===== config.mk =====
export PLATFORM = sky130hd
export DESIGN_NAME = gps_pps_clock_discipline_core_flat
export DESIGN_NICKNAME = d
export VERILOG_FILES = /design/src/design/gppd_pkg.sv /design/src/design/gppd_if.sv /design/src/design/gps_pps_clock_discipline_core.sv /design/src/flat_wrapper.sv
export SDC_FILE = /design/constraint.sdc
export NUM_CORES = 2
export LEC_CHECK = 0
export ABC_AREA = 1
export CAP_MARGIN = 15
export CORE_MARGIN = 5
export CORE_UTILIZATION = 25
export DETAILED_ROUTE_END_ITERATION = 12
export DONT_BUFFER_PORTS = 1
export SLEW_MARGIN = 20
export SYNTH_ARGS = -nofsm -noshare
export SYNTH_HDL_FRONTEND = slang
export SYNTH_SLANG_ARGS = --single-unit

===== constraint.sdc =====
create_clock -name clock -period 12.2 [get_ports clock]
set_input_delay 2.44 -clock clock [delete_from_list [all_inputs] [get_ports clock]]
set_output_delay 2.44 -clock clock [all_outputs]
set_load 0.05 [all_outputs]

===== src/design/gppd_pkg.sv =====
// Package for the GPS/PPS clock discipline core.
// Holds sequencer states, request and clock-state codes, register indexes
// and reset values. No dependencies.
`timescale 1ns / 1ps
`default_nettype none

package gppd_pkg;

   // request kinds
   localparam logic [1:0] REQ_GPS   = 2'd0;
   localparam logic [1:0] REQ_PPS   = 2'd1;
   localparam logic [1:0] REQ_QUERY = 2'd2;

   // clock state codes
   localparam logic [1:0] CLK_UNKNOWN   = 2'd0;
   localparam logic [1:0] CLK_AVAILABLE = 2'd1;
   localparam logic [1:0] CLK_INTERNAL  = 2'd2;

   // configuration register indexes
   localparam logic [1:0] CSR_FALLBACK   = 2'd0;
   localparam logic [1:0] CSR_MAXERR_PRI = 2'd1;
   localparam logic [1:0] CSR_MAXERR_FB  = 2'd2;
   localparam logic [1:0] CSR_ALIGN      = 2'd3;

   // reset values
   localparam logic [7:0]  MAXERR_PRI_RST = 8'd5;
   localparam logic [7:0]  MAXERR_FB_RST  = 8'd10;
   localparam logic [31:0] ALIGN_RST      = 32'd100000000;

   // one pass of the shift/add unit covers a 64-bit operand
   localparam logic [5:0] STEP_LAST = 6'd63;

   typedef enum logic [3:0] {
      S_IDLE,
      S_PGAP1,
      S_PGAP2,
      S_PCHK,
      S_PNUM,
      S_POVF,
      S_PDIV,
      S_QSUB1,
      S_QSUB2,
      S_QMUL,
      S_QFIN,
      S_DONE
   } state_type;

endpackage

`default_nettype wire


===== src/design/gppd_if.sv =====
// Channel interfaces for the GPS/PPS clock discipline core: request,
// response and CSR write. Valid/ready handshake. No dependencies.
`timescale 1ns / 1ps
`default_nettype none

interface gppd_req_if;
   logic        valid;
   logic        ready;
   logic [1:0]  req_type;
   logic [63:0] gps_time;
   logic [63:0] sys_time;
   logic [63:0] device_time;
   logic [15:0] utc_offset;

   modport source (output valid, req_type, gps_time, sys_time, device_time, utc_offset,
                   input ready);
   modport sink (input valid, req_type, gps_time, sys_time, device_time, utc_offset,
                 output ready);
endinterface

interface gppd_rsp_if;
   logic        valid;
   logic        ready;
   logic [1:0]  clock_state;
   logic [63:0] gps_time_out;
   logic        time_valid;
   logic [15:0] utc_offset_out;

   modport source (output valid, clock_state, gps_time_out, time_valid, utc_offset_out,
                   input ready);
   modport sink (input valid, clock_state, gps_time_out, time_valid, utc_offset_out,
                 output ready);
endinterface

interface gppd_csr_if;
   logic        valid;
   logic        ready;
   logic [1:0]  addr;
   logic [31:0] data;

   modport source (output valid, addr, data, input ready);
   modport sink (input valid, addr, data, output ready);
endinterface

`default_nettype wire


===== src/design/gps_pps_clock_discipline_core.sv =====
// GPS/PPS clock discipline core: pending/committed GPS time, PPS rate
// derivation (Q16.48 divide) and time query interpolation.
// Depends on gppd_pkg and the channel interfaces in gppd_if.sv.
//
//   channel  | dir | payload                                            | transfer
//   ---------+-----+----------------------------------------------------+----------------
//   req_ch   | in  | req_type, gps_time, sys_time, device_time, utc_off | valid & ready
//   rsp_ch   | out | clock_state, gps_time_out, time_valid, utc_off_out | valid & ready
//   csr_ch   | in  | addr (register index), data                        | valid & ready
//
// GPS message: stored as pending in idle, no response. PPS without new data,
// or query at zero rate: straight to S_DONE. PPS with new data: gap, delta,
// checks, overflow test, bit-serial divide. Nonzero-rate query: delta, multiply, add.
// One 65-bit add/subtract unit does all 64-bit arithmetic; req_ch is ready only
// in idle. A result sits in the output register while the next item runs.
// Reset is synchronous; csr_ch is always ready.
`timescale 1ns / 1ps
`default_nettype none

module gps_pps_clock_discipline_core (
   input  wire logic   clock,
   input  wire logic   reset,
   gppd_req_if.sink    req_ch,
   gppd_rsp_if.source  rsp_ch,
   gppd_csr_if.sink    csr_ch
);

   gppd_pkg::state_type state_ff, state_in;

   logic [5:0]  cnt_ff, cnt_in;
   logic [63:0] acc_ff, acc_in;
   logic [63:0] wrk_ff, wrk_in;
   logic [63:0] opd_ff, opd_in;
   logic        ahead_ff, ahead_in;
   logic        commit_ff, commit_in;

   logic [63:0] rq_sys_ff, rq_sys_in;
   logic [63:0] rq_dev_ff, rq_dev_in;

   logic [1:0]  res_state_ff, res_state_in;
   logic [63:0] res_time_ff, res_time_in;
   logic        res_valid_ff, res_valid_in;

   logic [63:0] pend_gps_time_ff, pend_gps_time_in;
   logic [63:0] pend_gps_sys_ff, pend_gps_sys_in;
   logic [15:0] pend_utc_ff, pend_utc_in;
   logic [63:0] cur_gps_time_ff, cur_gps_time_in;
   logic [63:0] cur_gps_sys_ff, cur_gps_sys_in;
   logic [15:0] cur_utc_ff, cur_utc_in;
   logic [63:0] cur_pps_dev_ff, cur_pps_dev_in;
   logic [63:0] cur_pps_sys_ff, cur_pps_sys_in;
   logic [7:0]  miss_count_ff, miss_count_in;
   logic [1:0]  last_state_ff, last_state_in;
   logic [63:0] rate_q_ff, rate_q_in;

   logic        fallback_ff, fallback_in;
   logic [7:0]  max_pri_ff, max_pri_in;
   logic [7:0]  max_fb_ff, max_fb_in;
   logic [31:0] align_ff, align_in;

   logic        rsp_valid_ff, rsp_valid_in;
   logic [1:0]  rsp_state_ff, rsp_state_in;
   logic [63:0] rsp_time_ff, rsp_time_in;
   logic        rsp_tvalid_ff, rsp_tvalid_in;
   logic [15:0] rsp_utc_ff, rsp_utc_in;

   // shared add/subtract unit
   logic [64:0] add_a, add_b;
   logic        add_sub;
   logic [65:0] add_res;
   logic        add_carry;

   logic        req_xfer;
   logic        csr_xfer;
   logic [7:0]  err_limit;
   logic [1:0]  ok_state;
   logic        chk_ok;

   assign req_xfer  = req_ch.valid && req_ch.ready;
   assign csr_xfer  = csr_ch.valid && csr_ch.ready;
   assign err_limit = fallback_ff ? max_fb_ff : max_pri_ff;
   assign ok_state  = fallback_ff ? gppd_pkg::CLK_INTERNAL : gppd_pkg::CLK_AVAILABLE;

   assign req_ch.ready          = (state_ff == gppd_pkg::S_IDLE);
   assign csr_ch.ready          = 1'b1;
   assign rsp_ch.valid          = rsp_valid_ff;
   assign rsp_ch.clock_state    = rsp_state_ff;
   assign rsp_ch.gps_time_out   = rsp_time_ff;
   assign rsp_ch.time_valid     = rsp_tvalid_ff;
   assign rsp_ch.utc_offset_out = rsp_utc_ff;

   // operand select for the shared unit
   always_comb begin
      add_a   = '0;
      add_b   = '0;
      add_sub = 1'b1;
      case (state_ff)
         gppd_pkg::S_PGAP1: begin
            add_a = {1'b0, cur_pps_sys_ff};
            add_b = {1'b0, cur_gps_sys_ff};
         end
         gppd_pkg::S_PGAP2: begin
            add_a = {1'b0, cur_gps_sys_ff};
            add_b = {1'b0, cur_pps_sys_ff};
         end
         gppd_pkg::S_PCHK, gppd_pkg::S_QSUB1: begin
            add_a = {1'b0, rq_dev_ff};
            add_b = {1'b0, cur_pps_dev_ff};
         end
         gppd_pkg::S_QSUB2: begin
            add_a = {1'b0, cur_pps_dev_ff};
            add_b = {1'b0, rq_dev_ff};
         end
         gppd_pkg::S_PNUM: begin
            add_a = {1'b0, pend_gps_time_ff};
            add_b = {1'b0, cur_gps_time_ff};
         end
         gppd_pkg::S_POVF: begin
            add_a = {1'b0, acc_ff};
            add_b = {1'b0, opd_ff};
         end
         gppd_pkg::S_PDIV: begin
            add_a = {acc_ff, wrk_ff[63]};
            add_b = {1'b0, opd_ff};
         end
         gppd_pkg::S_QMUL: begin
            add_a   = {1'b0, acc_ff};
            add_b   = wrk_ff[0] ? {1'b0, rate_q_ff} : 65'd0;
            add_sub = 1'b0;
         end
         gppd_pkg::S_QFIN: begin
            add_a   = {1'b0, cur_gps_time_ff};
            add_b   = {1'b0, acc_ff[47:0], wrk_ff[63:48]};
            add_sub = !ahead_ff;
         end
         default: begin
            add_a = '0;
         end
      endcase
   end

   // carry out of a subtract means a >= b
   assign add_res   = {1'b0, add_a} + {1'b0, (add_sub ? ~add_b : add_b)} + {65'd0, add_sub};
   assign add_carry = add_res[65];

   assign chk_ok = (cur_gps_time_ff != 64'd0) && (cur_pps_dev_ff != 64'd0)
                && (acc_ff[63:32] == 32'd0) && (acc_ff[31:0] <= align_ff)
                && (add_res[63:0] != 64'd0);

   always_comb begin
      state_in         = state_ff;
      cnt_in           = cnt_ff;
      acc_in           = acc_ff;
      wrk_in           = wrk_ff;
      opd_in           = opd_ff;
      ahead_in         = ahead_ff;
      commit_in        = commit_ff;
      rq_sys_in        = rq_sys_ff;
      rq_dev_in        = rq_dev_ff;
      res_state_in     = res_state_ff;
      res_time_in      = res_time_ff;
      res_valid_in     = res_valid_ff;
      pend_gps_time_in = pend_gps_time_ff;
      pend_gps_sys_in  = pend_gps_sys_ff;
      pend_utc_in      = pend_utc_ff;
      cur_gps_time_in  = cur_gps_time_ff;
      cur_gps_sys_in   = cur_gps_sys_ff;
      cur_utc_in       = cur_utc_ff;
      cur_pps_dev_in   = cur_pps_dev_ff;
      cur_pps_sys_in   = cur_pps_sys_ff;
      miss_count_in    = miss_count_ff;
      last_state_in    = last_state_ff;
      rate_q_in        = rate_q_ff;
      fallback_in      = fallback_ff;
      max_pri_in       = max_pri_ff;
      max_fb_in        = max_fb_ff;
      align_in         = align_ff;
      rsp_valid_in     = rsp_valid_ff && !rsp_ch.ready;
      rsp_state_in     = rsp_state_ff;
      rsp_time_in      = rsp_time_ff;
      rsp_tvalid_in    = rsp_tvalid_ff;
      rsp_utc_in       = rsp_utc_ff;

      if (csr_xfer) begin
         case (csr_ch.addr)
            gppd_pkg::CSR_FALLBACK:   fallback_in = csr_ch.data[0];
            gppd_pkg::CSR_MAXERR_PRI: max_pri_in  = csr_ch.data[7:0];
            gppd_pkg::CSR_MAXERR_FB:  max_fb_in   = csr_ch.data[7:0];
            gppd_pkg::CSR_ALIGN:      align_in    = csr_ch.data;
            default:                  align_in    = align_ff;
         endcase
      end

      case (state_ff)
         gppd_pkg::S_IDLE: begin
            if (req_xfer) begin
               rq_sys_in    = req_ch.sys_time;
               rq_dev_in    = req_ch.device_time;
               res_time_in  = 64'd0;
               res_valid_in = 1'b0;
               commit_in    = 1'b0;
               case (req_ch.req_type)
                  gppd_pkg::REQ_GPS: begin
                     pend_gps_time_in = req_ch.gps_time;
                     pend_gps_sys_in  = req_ch.sys_time;
                     pend_utc_in      = req_ch.utc_offset;
                  end
                  gppd_pkg::REQ_PPS: begin
                     if (pend_gps_sys_ff == cur_gps_sys_ff) begin
                        // no new GPS data since the last commit
                        if (miss_count_ff < err_limit) begin
                           miss_count_in = miss_count_ff + 8'd1;
                           res_state_in  = last_state_ff;
                        end else begin
                           res_state_in  = gppd_pkg::CLK_UNKNOWN;
                        end
                        state_in = gppd_pkg::S_DONE;
                     end else begin
                        miss_count_in = 8'd0;
                        state_in      = gppd_pkg::S_PGAP1;
                     end
                  end
                  gppd_pkg::REQ_QUERY: begin
                     res_state_in = last_state_ff;
                     if (rate_q_ff == 64'd0) begin
                        state_in = gppd_pkg::S_DONE;
                     end else begin
                        state_in = gppd_pkg::S_QSUB1;
                     end
                  end
                  default: begin
                     state_in = gppd_pkg::S_IDLE;
                  end
               endcase
            end
         end

         gppd_pkg::S_PGAP1: begin
            acc_in   = add_res[63:0];
            state_in = add_carry ? gppd_pkg::S_PCHK : gppd_pkg::S_PGAP2;
         end

         gppd_pkg::S_PGAP2: begin
            acc_in   = add_res[63:0];
            state_in = gppd_pkg::S_PCHK;
         end

         gppd_pkg::S_PCHK: begin
            // acc holds the system-time gap, the unit gives the device delta
            opd_in = add_res[63:0];
            if (chk_ok) begin
               state_in = gppd_pkg::S_PNUM;
            end else begin
               res_state_in = gppd_pkg::CLK_UNKNOWN;
               commit_in    = 1'b1;
               state_in     = gppd_pkg::S_DONE;
            end
         end

         gppd_pkg::S_PNUM: begin
            // top 48 quotient bits are zero unless saturated, so the
            // remainder starts as the upper 48 bits of the numerator
            acc_in   = {16'd0, add_res[63:16]};
            wrk_in   = {add_res[15:0], 48'd0};
            state_in = gppd_pkg::S_POVF;
         end

         gppd_pkg::S_POVF: begin
            cnt_in = 6'd0;
            if (add_carry) begin
               rate_q_in    = '1;
               res_state_in = ok_state;
               commit_in    = 1'b1;
               state_in     = gppd_pkg::S_DONE;
            end else begin
               state_in = gppd_pkg::S_PDIV;
            end
         end

         gppd_pkg::S_PDIV: begin
            acc_in = add_carry ? add_res[63:0] : add_a[63:0];
            wrk_in = {wrk_ff[62:0], add_carry};
            cnt_in = cnt_ff + 6'd1;
            if (cnt_ff == gppd_pkg::STEP_LAST) begin
               rate_q_in    = {wrk_ff[62:0], add_carry};
               res_state_in = ok_state;
               commit_in    = 1'b1;
               state_in     = gppd_pkg::S_DONE;
            end
         end

         gppd_pkg::S_QSUB1: begin
            acc_in = 64'd0;
            cnt_in = 6'd0;
            if (add_carry) begin
               wrk_in   = add_res[63:0];
               ahead_in = (add_res[63:0] != 64'd0);
               state_in = gppd_pkg::S_QMUL;
            end else begin
               state_in = gppd_pkg::S_QSUB2;
            end
         end

         gppd_pkg::S_QSUB2: begin
            wrk_in   = add_res[63:0];
            ahead_in = 1'b0;
            state_in = gppd_pkg::S_QMUL;
         end

         gppd_pkg::S_QMUL: begin
            // product high half in acc, low half shifts into wrk
            acc_in = add_res[64:1];
            wrk_in = {add_res[0], wrk_ff[63:1]};
            cnt_in = cnt_ff + 6'd1;
            if (cnt_ff == gppd_pkg::STEP_LAST) begin
               state_in = gppd_pkg::S_QFIN;
            end
         end

         gppd_pkg::S_QFIN: begin
            res_time_in  = add_res[63:0];
            res_valid_in = 1'b1;
            state_in     = gppd_pkg::S_DONE;
         end

         gppd_pkg::S_DONE: begin
            if (!rsp_valid_ff || rsp_ch.ready) begin
               rsp_valid_in  = 1'b1;
               rsp_state_in  = res_state_ff;
               rsp_time_in   = res_time_ff;
               rsp_tvalid_in = res_valid_ff;
               rsp_utc_in    = commit_ff ? pend_utc_ff : cur_utc_ff;
               if (commit_ff) begin
                  cur_pps_dev_in  = rq_dev_ff;
                  cur_pps_sys_in  = rq_sys_ff;
                  last_state_in   = res_state_ff;
                  cur_gps_time_in = pend_gps_time_ff;
                  cur_gps_sys_in  = pend_gps_sys_ff;
                  cur_utc_in      = pend_utc_ff;
               end
               state_in = gppd_pkg::S_IDLE;
            end
         end

         default: begin
            state_in = gppd_pkg::S_IDLE;
         end
      endcase
   end

   always_ff @(posedge clock) begin
      if (reset) begin
         state_ff         <= gppd_pkg::S_IDLE;
         pend_gps_time_ff <= 64'd0;
         pend_gps_sys_ff  <= 64'd0;
         pend_utc_ff      <= 16'd0;
         cur_gps_time_ff  <= 64'd0;
         cur_gps_sys_ff   <= 64'd0;
         cur_utc_ff       <= 16'd0;
         cur_pps_dev_ff   <= 64'd0;
         cur_pps_sys_ff   <= 64'd0;
         miss_count_ff    <= gppd_pkg::MAXERR_PRI_RST;
         last_state_ff    <= gppd_pkg::CLK_UNKNOWN;
         rate_q_ff        <= 64'd0;
         fallback_ff      <= 1'b0;
         max_pri_ff       <= gppd_pkg::MAXERR_PRI_RST;
         max_fb_ff        <= gppd_pkg::MAXERR_FB_RST;
         align_ff         <= gppd_pkg::ALIGN_RST;
         rsp_valid_ff     <= 1'b0;
      end else begin
         state_ff         <= state_in;
         pend_gps_time_ff <= pend_gps_time_in;
         pend_gps_sys_ff  <= pend_gps_sys_in;
         pend_utc_ff      <= pend_utc_in;
         cur_gps_time_ff  <= cur_gps_time_in;
         cur_gps_sys_ff   <= cur_gps_sys_in;
         cur_utc_ff       <= cur_utc_in;
         cur_pps_dev_ff   <= cur_pps_dev_in;
         cur_pps_sys_ff   <= cur_pps_sys_in;
         miss_count_ff    <= miss_count_in;
         last_state_ff    <= last_state_in;
         rate_q_ff        <= rate_q_in;
         fallback_ff      <= fallback_in;
         max_pri_ff       <= max_pri_in;
         max_fb_ff        <= max_fb_in;
         align_ff         <= align_in;
         rsp_valid_ff     <= rsp_valid_in;
      end
   end

   always_ff @(posedge clock) begin
      cnt_ff        <= cnt_in;
      acc_ff        <= acc_in;
      wrk_ff        <= wrk_in;
      opd_ff        <= opd_in;
      ahead_ff      <= ahead_in;
      commit_ff     <= commit_in;
      rq_sys_ff     <= rq_sys_in;
      rq_dev_ff     <= rq_dev_in;
      res_state_ff  <= res_state_in;
      res_time_ff   <= res_time_in;
      res_valid_ff  <= res_valid_in;
      rsp_state_ff  <= rsp_state_in;
      rsp_time_ff   <= rsp_time_in;
      rsp_tvalid_ff <= rsp_tvalid_in;
      rsp_utc_ff    <= rsp_utc_in;
   end

endmodule

`default_nettype wire

===== src/flat_wrapper.sv =====
// flat-port wrapper written by rule: the top's interface ports become plain ports
module gps_pps_clock_discipline_core_flat 
  (clock, reset, req_ch_valid, req_ch_req_type, req_ch_gps_time, req_ch_sys_time, req_ch_device_time, req_ch_utc_offset, req_ch_ready, rsp_ch_valid, rsp_ch_clock_state, rsp_ch_gps_time_out, rsp_ch_time_valid, rsp_ch_utc_offset_out, rsp_ch_ready, csr_ch_valid, csr_ch_addr, csr_ch_data, csr_ch_ready);
  gppd_req_if req_ch_i ();
  gppd_rsp_if rsp_ch_i ();
  gppd_csr_if csr_ch_i ();
  input  wire logic clock;
  input  wire logic reset;
  input wire logic [$bits(req_ch_i.valid)-1:0] req_ch_valid;
  input wire logic [$bits(req_ch_i.req_type)-1:0] req_ch_req_type;
  input wire logic [$bits(req_ch_i.gps_time)-1:0] req_ch_gps_time;
  input wire logic [$bits(req_ch_i.sys_time)-1:0] req_ch_sys_time;
  input wire logic [$bits(req_ch_i.device_time)-1:0] req_ch_device_time;
  input wire logic [$bits(req_ch_i.utc_offset)-1:0] req_ch_utc_offset;
  output wire logic [$bits(req_ch_i.ready)-1:0] req_ch_ready;
  output wire logic [$bits(rsp_ch_i.valid)-1:0] rsp_ch_valid;
  output wire logic [$bits(rsp_ch_i.clock_state)-1:0] rsp_ch_clock_state;
  output wire logic [$bits(rsp_ch_i.gps_time_out)-1:0] rsp_ch_gps_time_out;
  output wire logic [$bits(rsp_ch_i.time_valid)-1:0] rsp_ch_time_valid;
  output wire logic [$bits(rsp_ch_i.utc_offset_out)-1:0] rsp_ch_utc_offset_out;
  input wire logic [$bits(rsp_ch_i.ready)-1:0] rsp_ch_ready;
  input wire logic [$bits(csr_ch_i.valid)-1:0] csr_ch_valid;
  input wire logic [$bits(csr_ch_i.addr)-1:0] csr_ch_addr;
  input wire logic [$bits(csr_ch_i.data)-1:0] csr_ch_data;
  output wire logic [$bits(csr_ch_i.ready)-1:0] csr_ch_ready;
  assign req_ch_i.valid = req_ch_valid;
  assign req_ch_i.req_type = req_ch_req_type;
  assign req_ch_i.gps_time = req_ch_gps_time;
  assign req_ch_i.sys_time = req_ch_sys_time;
  assign req_ch_i.device_time = req_ch_device_time;
  assign req_ch_i.utc_offset = req_ch_utc_offset;
  assign req_ch_ready = req_ch_i.ready;
  assign rsp_ch_valid = rsp_ch_i.valid;
  assign rsp_ch_clock_state = rsp_ch_i.clock_state;
  assign rsp_ch_gps_time_out = rsp_ch_i.gps_time_out;
  assign rsp_ch_time_valid = rsp_ch_i.time_valid;
  assign rsp_ch_utc_offset_out = rsp_ch_i.utc_offset_out;
  assign rsp_ch_i.ready = rsp_ch_ready;
  assign csr_ch_i.valid = csr_ch_valid;
  assign csr_ch_i.addr = csr_ch_addr;
  assign csr_ch_i.data = csr_ch_data;
  assign csr_ch_ready = csr_ch_i.ready;
  gps_pps_clock_discipline_core u_core (.clock(clock), .reset(reset), .req_ch(req_ch_i), .rsp_ch(rsp_ch_i), .csr_ch(csr_ch_i));
endmodule

==> flow_summary.json <==
{
  "outcome": "complete, no violations",
  "use_met3": 0.0524,
  "cp_num_buf_inv": 3,
  "gp_congestion": 1.02,
  "port_buffers": 0,
  "worst_pin_slew_ns": 1.20,
  "dieWidth_um": 458,
  "cts_root_buf": "clkbuf_16",
  "post-route-period-util": 0.724,
  "floorplan.die_area_sq_um": 209000,
  "crit_type": "register to register",
  "drtIter0Drc": 6331,
  "cp.depth": 28,
  "synth_edf_count": 478,
  "post_cts_buffers": 0,
  "grt_max_degree": 135,
  "ctsHoldBuffers": 0,
  "drc": 0,
  "cpMostUsedCell": "nand2_1",
  "critPathTopFamily": "simple AND/OR/NAND/NOR gates",
  "grt_pass1_wl_um": 352000,
  "post_cts_resized": 0,
  "drive_above_1_share": 0.0576,
  "grt_pass1_vias": 44200,
  "syn-instance-count": 5933,
  "hold_path_class": "register to register",
  "grt_use_met2": 0.379,
  "hold_depth": 0,
  "yosys_most_used_dff": "dfxtp_1",
  "cts_max_path_buffers": 3,
  "clk_transition_reported_paths_ns": 0.06,
  "htreeDepth": 3,
  "synth_warnings": 0,
  "busiest_layer": "met2",
  "yosysSeqAreaShare": 0.504,
  "postRouteWirelength_um": 258000,
  "antenna_found_initial": 23,
  "min_period_ns": 8.83,
  "relSlewSlack": 0.201,
  "synth_top_area_share": 0.286,
  "start_util": 0.251,
  "reg2reg_depth": 28,
  "cts_tree": "done",
  "rows": 164,
  "gr-usage-met1": 0.286,
  "fillers": 21300,
  "fmax_mhz": 113,
  "finalHoldViolCount": 0,
  "worstPathArrival_ns": 9.23,
  "fp.dieH_um": 458,
  "cts_inserted_buffers": 111,
  "grt_usage": 0.234,
  "r2r_slack_ns": 3.37,
  "final.setup.tns_ns": 0,
  "syn2layout_area_growth_pct": 13.7,
  "cp-end-kind": "register",
  "cap_violations": 0,
  "synth_cell_types": 56,
  "synth-seq-cells": 1022,
  "yosys.area.top_type": "edfxtp_1",
  "r2r_end": "u_core.res_state_ff[1]$_DFFE_PP_",
  "first_pass_iters": 10,
  "synth_area_sq_um": 50100,
  "reg2reg_from": "u_core.state_ff[3]$_SDFFE_PP0P_",
  "overflow": 0,
  "antenna_left": 0,
  "synth.avg_cell_area_sq_um": 8.45,
  "rsz0062_at_grt": "false",
  "slew_violations": 0,
  "wl_per_cell_um": 30.2,
  "nets": 6141,
  "startpoint_type": "register",
  "slowest_stage": "nor3_1",
  "core_area_sq_um": 200000,
  "ios": 335,
  "cp.required_ns": 12.60,
  "synth.area.top_cells": "edfxtp_1, dfxtp_1, o21ai_0, nand2_1, a21oi_1",
  "num_vias": 47100,
  "dpl.hpwl_um": 195000,
  "cts.sink_count": 1022,
  "synthesis.nets": 6291,
  "clk_latency_ns": 0.81,
  "hold_path.startpoint": "u_core.res_time_ff[25]$_SDFFCE_PN0P_",
  "viasPerCell": 5.51,
  "cp_max_fo": 47,
  "clock_skew_ns": 0.0766,
  "finalSetupViolCount": 0,
  "worstHoldEndpoint": "u_core.rsp_ch.gps_time_out[25]$_DFFE_PP_",
  "slowest_delay_ns": 0.75,
  "async_reset_ff_frac": 0
}
[layout make-up]
class	count	area (sq um)	area share
sequential	1022	25200	0.443
multi-input combinational	3851	21000	0.369
tap	2656	3320	0.0583
clock buffer	154	3250	0.0571
inverter	718	2710	0.0476
clock inverter	58	786	0.0138
timing repair buffer	79	606	0.0106
antenna	16	40.0	0.000703
[placed cells by master, fill, tap and decap left out, types with 10 or more instances in the layout]
cell	n
diode_2	16
clkinv_2	22
o211ai_1	20
dfxtp_1	544
inv_2	10
or2_2	14
a221oi_1	155
nor2_1	591
clkbuf_1	16
bufinv_16	13
xor2_1	80
nor4_1	56
o221ai_1	69
o2111ai_1	46
edfxtp_1	478
nand2_1	757
xnor2_1	55
o21ai_0	634
ha_1	108
inv_1	700
o21ai_1	11
a31oi_1	52
a21oi_1	562
o21a_1	11
a211oi_1	10
clkbuf_16	115
nor3_1	31
buf_4	78
nand3_1	173
nand4_1	66
nand3b_1	12
a22oi_1	25
o22ai_1	229
clkbuf_8	23
[cells in the mapped netlist, types with 12 or more instances]
| cell | number |
|---|---|
| or2_2 | 14 |
| o211ai_1 | 20 |
| nor3_1 | 31 |
| ha_1 | 108 |
| buf_1 | 35 |
| o221ai_1 | 69 |
| xnor2_1 | 55 |
| nor4_1 | 58 |
| nand2_1 | 763 |
| nand4_1 | 66 |
| o2111ai_1 | 46 |
| nor2_1 | 600 |
| dfxtp_1 | 544 |
| edfxtp_1 | 478 |
| a22oi_1 | 25 |
| a31oi_1 | 52 |
| a21oi_1 | 563 |
| clkbuf_1 | 288 |
| inv_1 | 703 |
| xor2_1 | 82 |
| nand3_1 | 174 |
| o21ai_0 | 634 |
| o22ai_1 | 229 |
| nand3b_1 | 12 |
| a221oi_1 | 155 |
[flip-flops by register name (all words and copies together), names as in the netlist, 16 cells and up]
signal	cells
u_core.rq_dev_ff	64
u_core.wrk_ff	64
u_core.res_time_ff	64
u_core.rate_q_ff	64
u_core.opd_ff	64
u_core.cur_gps_time_ff	64
u_core.align_ff	32
u_core.rq_sys_ff	64
u_core.pend_gps_sys_ff	64
u_core.rsp_ch.gps_time_out	64
u_core.rsp_ch.utc_offset_out	16
u_core.cur_pps_sys_ff	64
u_core.acc_ff	64
u_core.cur_gps_sys_ff	64
u_core.pend_gps_time_ff	64
u_core.cur_utc_ff	16
u_core.cur_pps_dev_ff	64
u_core.pend_utc_ff	16
[stage by stage]
stage          worst slack, ns  utilization  hold slack, ns  instances  instance area (sq um)
3_5_place_dp              3.88        0.265           0.405       8326                  52900
4_1_cts                   3.85        0.285           0.414       8538                  56900
5_1_grt                   3.33        0.285           0.426       8542                  57000
6_report                  3.37        0.285           0.419       8554                  57000
3_3_place_gp              3.73        0.265           0.404       8326                  52900
2_1_floorplan             1.79            -           0.400       5933                  50100
[logic make-up after synthesis]
logic type	share of synthesized area
AND/OR/NAND/NOR	0.145
AO/OA/AOI/OAI	0.218
flip-flops	0.504
adder cells (fa/ha/maj)	0.0274
XOR/XNOR	0.0246
other	0.0000748
multiplexers	0.00140
buffers and inverters	0.0801
[metal layers]
metal	vias to the layer above	share of wire	wire length [um]
met3	672	0.084	21800
met4	12	0.070	18100
met2	2704	0.46	118000
met5	-	0.00036	94
li1	20600	-	-
met1	23100	0.39	100000
[worst max-delay path by stage]
| stage | start | to | slack (ns) |
|---|---|---|---|
| after floorplan | req_ch_valid | u_core.res_time_ff[0]$_SDFFCE_PN0P_ | 1.79 |
| after global placement | u_core.state_ff[3]$_SDFFE_PP0P_ | u_core.res_state_ff[0]$_DFFE_PP_ | 3.73 |
| after detailed placement | u_core.state_ff[3]$_SDFFE_PP0P_ | u_core.res_state_ff[1]$_DFFE_PP_ | 3.88 |
| after CTS | u_core.state_ff[3]$_SDFFE_PP0P_ | u_core.res_state_ff[1]$_DFFE_PP_ | 3.85 |
| after global routing | u_core.state_ff[3]$_SDFFE_PP0P_ | u_core.res_state_ff[1]$_DFFE_PP_ | 3.33 |
| final | u_core.state_ff[3]$_SDFFE_PP0P_ | u_core.res_state_ff[1]$_DFFE_PP_ | 3.37 |
Power is not shown: default switching activity piles up to over one toggle a cycle in this logic, so the estimate is an artifact.
